File: config.mk
export PLATFORM = sky130hd
export DESIGN_NAME = abt_cell
export DESIGN_NICKNAME = d
export VERILOG_FILES = /design/src/hdl/abt_pkg.sv /design/src/hdl/abt_cell.sv
export SDC_FILE = /design/constraint.sdc
export NUM_CORES = 1
export LEC_CHECK = 0
export BUFFER_PORTS_ARGS = -buffer_cell sky130_fd_sc_hd__buf_2
export CORE_UTILIZATION = 45
export DETAILED_ROUTE_END_ITERATION = 12
export HOLD_SLACK_MARGIN = 0.15
export PLACE_DENSITY_LB_ADDON = 0.15
export SLEW_MARGIN = 40
export SYNTH_ARGS = -nofsm -noshare
export SYNTH_HDL_FRONTEND = slang
export SYNTH_SLANG_ARGS = --single-unit
File: constraint.sdc
create_clock -name clk -period 2.1 [get_ports clk]
set_input_delay 0 -clock clk [delete_from_list [all_inputs] [get_ports clk]]
set_output_delay 0 -clock clk [all_outputs]
set_load 0.01 [all_outputs]
File: src/hdl/abt_pkg.sv
// shared types and constants for the address blocklist table
`timescale 1ns / 1ps

package abt_pkg;

	localparam int ENTRIES    = 64;
	localparam int KEY_BYTES  = 32;
	localparam int STAMP_BITS = 32;

	localparam int KEY_BITS = KEY_BYTES * 8;
	localparam int IDX_W    = $clog2(ENTRIES);
	localparam int CNT_W    = $clog2(ENTRIES + 1);
	localparam int LEN_W    = 6;
	localparam int SLOT_W   = 6;
	localparam int COUNT_W  = 7;
	localparam int NOW_W    = 32;
	localparam int WORD_W   = 64;

	typedef enum logic [1:0] {
		MODE_CHECK = 2'd0,
		MODE_ADD   = 2'd1,
		MODE_CLEAR = 2'd2
	} mode_t;

	// search token handed from cell to cell
	typedef struct packed {
		logic                  act;
		logic                  found;
		logic [IDX_W-1:0]      hit_idx;
		logic [STAMP_BITS-1:0] min_stamp;
		logic [IDX_W-1:0]      min_idx;
	} tok_t;

	// write command broadcast to all cells
	typedef struct packed {
		logic             entry;
		logic             stamp_only;
		logic [IDX_W-1:0] idx;
	} wr_t;

endpackage

File: src/hdl/abt_cell.sv
// one table entry with its compare and oldest-search step
`timescale 1ns / 1ps

module abt_cell
	import abt_pkg::*;
(
	input  logic                  clk,
	input  logic                  arst_n,
	input  logic [IDX_W-1:0]      cell_idx,
	input  logic [CNT_W-1:0]      count,
	input  logic [KEY_BITS-1:0]   q_key,
	input  logic [LEN_W-1:0]      q_len,
	input  logic [STAMP_BITS-1:0] q_stamp,
	input  wr_t                   wr,
	input  tok_t                  tok_in,
	output tok_t                  tok_out
);

	logic [KEY_BITS-1:0]   key_q;
	logic [LEN_W-1:0]      len_q;
	logic [STAMP_BITS-1:0] stamp_q;
	logic                  hit;
	logic                  older;
	logic                  sel;
	logic                  act_q;
	logic                  found_q;
	logic [IDX_W-1:0]      hit_idx_q;
	logic [STAMP_BITS-1:0] min_stamp_q;
	logic [IDX_W-1:0]      min_idx_q;

	assign sel   = (wr.idx == cell_idx);
	assign hit   = (CNT_W'(cell_idx) < count) && (len_q == q_len) && (key_q == q_key);
	assign older = (stamp_q < tok_in.min_stamp);

	always_ff @(posedge clk) begin
		if (wr.entry && sel) begin
			key_q   <= q_key;
			len_q   <= q_len;
			stamp_q <= q_stamp;
		end else if (wr.stamp_only && sel) begin
			stamp_q <= q_stamp;
		end
	end

	always_ff @(posedge clk or negedge arst_n) begin
		if (!arst_n) begin
			act_q <= 1'b0;
		end else begin
			act_q <= tok_in.act;
		end
	end

	// first hit along the chain wins, strict compare keeps the lowest index on ties
	always_ff @(posedge clk) begin
		found_q     <= tok_in.found | hit;
		hit_idx_q   <= tok_in.found ? tok_in.hit_idx : cell_idx;
		min_stamp_q <= older ? stamp_q : tok_in.min_stamp;
		min_idx_q   <= older ? cell_idx : tok_in.min_idx;
	end

	assign tok_out = {act_q, found_q, hit_idx_q, min_stamp_q, min_idx_q};

endmodule

==> results.cfg, run 1 <==
[synth]
synth_top_area_cell = edfxtp_1
ys_types = 42
syn_inst = 1007
synthTopCellsByArea = edfxtp_1, xor2_1, dfxtp_1
synth_top_cell_area_share = 0.607
yosys_warnings = 0
synth_fp_nets = 1406
syn_area_um2 = 14500
syn_area_per_cell_um2 = 14.4
synth_edf_count = 294
async_reset_ff_frac = 0.00294
ys_ff_latch = 340
seq_area_frac_synth = 0.671
synth-main-ff-cell = edfxtp_1

[worst_hold_path]
worst_hold_path_type = in -> reg

[setup_path]
cp_max_fo = 5
cp_data_required_time_ns = 2.49
crit_path_start_kind = flip-flop
endpoint_kind = flip-flop
critPathKind = reg -> reg
arrival_ns = 2.98

[cts]
cts_tree = yes
clk_pin_slew_ns = 0.06
cts_buffers = 39
cts-root-buf = clkbuf_16
clkSinkCount = 340
clock_latency_ns = 0.52
htreeDepth = 2
cts_buffer_depth = 3

[floorplanning]
ios = 409
die_h_um = 182
dieArea_um2 = 33000
rows = 65
coreArea_um2 = 31700
chipWidth_um = 182
initial_core_util = 0.459

[route]
wl_per_cell_um = 19.4
antenna_left = 0
drc = 0
drt-initial-drc-count = 731
vias_per_cell = 5.06
vias = 11634
finalWirelength_um = 44600
firstDrtPassIters = 5

[timing]
fmax_mhz = 387
drv_slew = 0
clock_skew_ns = 0.0172
period_share = 1.23
post-route-min-period_ns = 2.58
rsz0062_at_grt = yes
max_slew_margin = 0.652
worstMarginPinSlew_ns = 0.522
fin_ws_ns = -0.483
finalSetupViolCount = 39
hold_viol = 0

[power_and_ir_drop]
p_leak_nw = 9.54
powerDensity_nw_per_um2 = 703
vdd_drop_max_uv = 571

[final_layout]
instances_no_fill = 2299
layout-area-overhead-vs-synth_pct = 56.5
stdcell_area_um2 = 22800
drive_gt1_frac = 0.302
final_common_cell = buf_2
mostFrequentLayoutCells = buf_2, dlygate4sd3_1, edfxtp_1, inv_1, xor2_1
fin_nets = 2255
fillers = 2068

[place]
gp_congestion = 0.881
dpl.cell_count = 1844
placed_area_um2 = 17600
hpwl_um = 29800
io_buffer_count = 408

[status]
violations = setup timing
status = finished, violations left

[global_route]
grt_overflow_total = 0
antenna_found_initial = 16
grt_pass1_vias = 12597
gr-usage-all-layers = 0.265
grt_pass1_wl_um = 66900
grt_max_degree = 81

[run]
maxCapViolations = 0
==> state kept, by name, indices dropped and copies added (netlist names) <==
| name | count |
|---|---|
| key_q | 256 |
| min_stamp_q | 32 |
| act_q | 1 |
| found_q | 1 |
| hit_idx_q | 6 |
| min_idx_q | 6 |
| stamp_q | 32 |
| len_q | 6 |
==> critical path, cell delays in order (launching register included) <==
cell,delay [ns]
edfxtp_1,0.39
ha_1,0.31
a21oi_1,0.16
nor2_1,0.08
a211oi_2,0.16
o21ai_1,0.08
a211o_1,0.32
a211oi_4,0.30
buf_6,0.20
clkbuf_16,0.17
mux2_4,0.29
==> synthesized netlist by cell type (2+ instances only) <==
master / n
o2bb2ai_1: 20
a221oi_1: 10
a211oi_1: 4
nand2_1: 4
xor2_1: 111
a221o_1: 2
edfxtp_1: 294
ha_1: 36
nand4_1: 28
o21ai_0: 3
nor2_1: 5
buf_6: 3
nand3_1: 5
mux2_1: 20
nor3_1: 3
buf_4: 3
a22o_1: 16
xnor2_1: 36
nor2b_1: 16
nor4_1: 50
o22ai_1: 41
o2111ai_1: 8
a21oi_1: 9
mux2_2: 24
nand2b_1: 26
a21o_1: 9
inv_1: 153
a2111o_1: 3
dfxtp_1: 45
a2111oi_0: 8
==> cells by family after synthesis <==
family / Yosys count / share of synthesized area
xor+xnor: 147 / 0.0885
flops: 340 / 0.671
compound gates: 142 / 0.0750
fa+ha+maj: 36 / 0.0310
simple gates: 138 / 0.0573
mux: 44 / 0.0341
buf+inv: 160 / 0.0436
==> report_power, final <==
part	internal (W)	total (W)	switching [W]
clock	0.00391	0.00653	0.00262
combinational	0.00114	0.00195	0.000804
sequential	0.00748	0.00753	0.0000553
==> path summary, 6_finish.rpt <==
kind | start | end | slack (ns) | depth (start not counted)
max | stamp_q[9]$_DFFE_PP_ | min_idx_q[1]$_DFF_P_ | -0.48 | 10
min | wr[6] | stamp_q[0]$_DFFE_PP_ | 0.18 | 3
max reg2reg | stamp_q[9]$_DFFE_PP_ | min_idx_q[1]$_DFF_P_ | -0.48 | 10
min reg2reg | stamp_q[2]$_DFFE_PP_ | min_stamp_q[2]$_DFF_P_ | 0.51 | 1
max in group asynchronous | arst_n | act_q$_DFF_PN0_ | 1.68 | 3
min in group asynchronous | arst_n | act_q$_DFF_PN0_ | 0.32 | 3
==> area by class of cell <==
type	count	area [µm²]	area share
diodes	14	35.0	0.00154
clock buffers	51	1060	0.0467
clock inverters	17	149	0.00654
inverters	153	574	0.0252
multi-input cells	507	4470	0.196
flip-flops and latches	340	9750	0.428
well taps	402	503	0.0221
repair buffers	815	6220	0.273
==> layer usage <==
metal / vias up / part of all wire / global-route usage
li1: 5474 / - / -
met1: 5611 / 0.40 / 0.319
met2: 430 / 0.50 / 0.455
met3: 113 / 0.065 / 0.0640
met4: 6 / 0.033 / 0.110
met5: - / 0.00092 / 0
==> stage by stage <==
step	TNS [ns]	setup slack (ns)	hold WS (ns)	power [W]	utilization
5_1_grt	-21.67	-0.590	0.182	0.0165	0.718
3_5_place_dp	-19.51	-0.686	-0.224	0.00893	0.554
6_report	-17.34	-0.483	0.175	0.0160	0.718
4_1_cts	-17.30	-0.458	0.158	0.0160	0.708
2_1_floorplan	-223.00	-0.816	-0.296	0.00822	-
3_3_place_gp	-17.23	-0.856	-0.226	0.00891	0.554
==> timing repair <==
| action | in CTS | in global routing |
|---|---|---|
| setup endpoints to repair | 39 | 39 |
| hold buffers | 359 | 0 |
| setup buffers | 3 | 6 |
| endpoints found under the hold margin | 357 | 0 |
| pin swaps | 1 | 15 |
| resized for setup | 7 | 22 |
| cloned | 2 | 3 |
No activity file was read; power rests on OpenSTA's default activity.
==> run 2, diff against run 1 <==
==> constraint.sdc (replaced) <==
create_clock -name clk -period 3.1 [get_ports clk]
set_input_delay 0 -clock clk [delete_from_list [all_inputs] [get_ports clk]]
set_output_delay 0 -clock clk [all_outputs]
set_load 0.05 [all_outputs]
==> results.cfg, run 2 (synthesized netlist as in run 1, its figures left out) <==
[status]
status = completed

[global_route]
grt_pass1_vias = 12314
grt_overflow_total = 0
gr-usage-all-layers = 0.258
grt_pass1_wl_um = 65300
grt_max_degree = 93
antenna_found_initial = 10

[floorplanning]
dieArea_um2 = 33000
coreArea_um2 = 31700
ios = 409
die_h_um = 182
initial_core_util = 0.459
chipWidth_um = 182
rows = 65

[timing]
fmax_mhz = 347
period_share = 0.930
max_slew_margin = 0.573
finalSetupViolCount = 0
tns_ns = 0
rsz0062_at_grt = no
drv_slew = 0
clock_skew_ns = 0.0133
worstMarginPinSlew_ns = 0.632
fin_ws_ns = 0.217
hold_viol = 0
post-route-min-period_ns = 2.88

[final_layout]
fin_nets = 2212
fillers = 2207
reg_top3 = key_q x256, min_stamp_q x32, stamp_q x32
mostFrequentLayoutCells = buf_2, dlygate4sd3_1, edfxtp_1, inv_1, xor2_1
largest_reg_flops = 256
layout-area-overhead-vs-synth_pct = 51.1
drive_gt1_frac = 0.268
final_common_cell = buf_2
max_flop_register = key_q

[place]
gp_congestion = 0.856
post-place-ws_ns = 0.493
hpwl_um = 29400
io_buffer_count = 408

[setup_path]
ff2ff_setup_slack_ns = 0.22
timing.rr.start = key_q[125]$_DFFE_PP_
critPathKind = reg -> reg
crit_path_start_kind = flip-flop
critPathSlowestCell = nor4_1
cp_max_fo = 2
ff2ff_path_depth = 8
path_common_cell = nand4_1
path_delay_family = simple AND/OR/NAND/NOR gates
path_buf_inv = 1
cp_cell_sequence = nand2b_1 > o2111ai_1 > nor4_1 > nand4_1 > nor3_1 > nand4_1 > o21bai_1 > dlygate4sd3_1
endpoint_kind = flip-flop
max_stage_delay_ns = 0.62
r2r_end = found_q$_DFF_P_
cp_data_required_time_ns = 3.57
arrival_ns = 3.35

[route]
finalWirelength_um = 43500
wl_per_cell_um = 19.3
antenna_left = 0
drt-initial-drc-count = 651
drc = 0
vias_per_cell = 5.08
firstDrtPassIters = 5
vias = 11455

[worst_hold_path]
min_path_cells = 2
worstHoldStart = q_stamp[15]
worst_hold_path_type = in -> reg
hold_end = stamp_q[15]$_DFFE_PP_

[cts]
post_cts_buffers = 0
cts-root-buf = clkbuf_16
clock_latency_ns = 0.52
htreeDepth = 2
clkSinkCount = 340
clk_pin_slew_ns = 0.06
cts_tree = yes
cts_buffer_depth = 3
cts_buffers = 38

[power_and_ir_drop]
powerDensity_nw_per_um2 = 498
p_leak_nw = 9.09
vdd_drop_max_uv = 431

[run]
maxCapViolations = 0
[run 2: repair_timing]
item,4_1_cts,5_1_grt
gates resized for setup,0,2
setup endpoints to repair,0,1
hold endpoints to repair,347,0
hold buffers,358,0
[run 2: worst max-delay path by stage]
stage,depth (start not counted),slack [ns],endpoint,startpoint
after floorplan,3,0.18,key_q[0]$_DFFE_PP_,cell_idx[3]
after global placement,9,0.52,min_idx_q[5]$_DFF_P_,stamp_q[5]$_DFFE_PP_
after detailed placement,9,0.49,min_stamp_q[31]$_DFF_P_,stamp_q[5]$_DFFE_PP_
after CTS,8,0.02,found_q$_DFF_P_,key_q[255]$_DFFE_PP_
after global routing,8,0.04,found_q$_DFF_P_,key_q[255]$_DFFE_PP_
final,8,0.22,found_q$_DFF_P_,key_q[125]$_DFFE_PP_
[run 2: area by class of cell]
| cell class | instances | area, µm² | area share |
|---|---|---|---|
| clock inverters | 14 | 139 | 0.00632 |
| repair buffers | 773 | 5720 | 0.260 |
| multi-input cells | 507 | 4180 | 0.190 |
| well taps | 402 | 503 | 0.0229 |
| clock buffers | 55 | 1100 | 0.0500 |
| flip-flops and latches | 340 | 9750 | 0.444 |
| diodes | 10 | 25.0 | 0.00114 |
| inverters | 153 | 574 | 0.0261 |
[run 2: stage by stage]
stage	instances	power [W]	util	hold WS [ns]	instance area, µm²
after CTS	2244	0.0110	0.692	0.166	22000
after global routing	2252	0.0113	0.693	0.175	22000
after floorplan	1007	0.00567	-	-0.296	14500
after detailed placement	1817	0.00612	0.540	-0.224	17100
after global placement	1817	0.00611	0.540	-0.225	17100
final	2254	0.0110	0.693	0.194	22000
[run 2: per-layer routing]
layer,wire [µm],vias up,global-route usage
met4,1180,2,0.0831
li1,-,5381,-
met3,3110,85,0.0546
met2,21800,508,0.458
met1,17500,5479,0.314
met5,12,-,0
[run 2: power by group]
group	total (W)	leakage, nW	switching, W	internal [W]
Clock	0.00452	0.608	0.00181	0.00271
Combinational	0.00133	5.44	0.000646	0.000684
Sequential	0.00510	3.04	0.0000359	0.00507
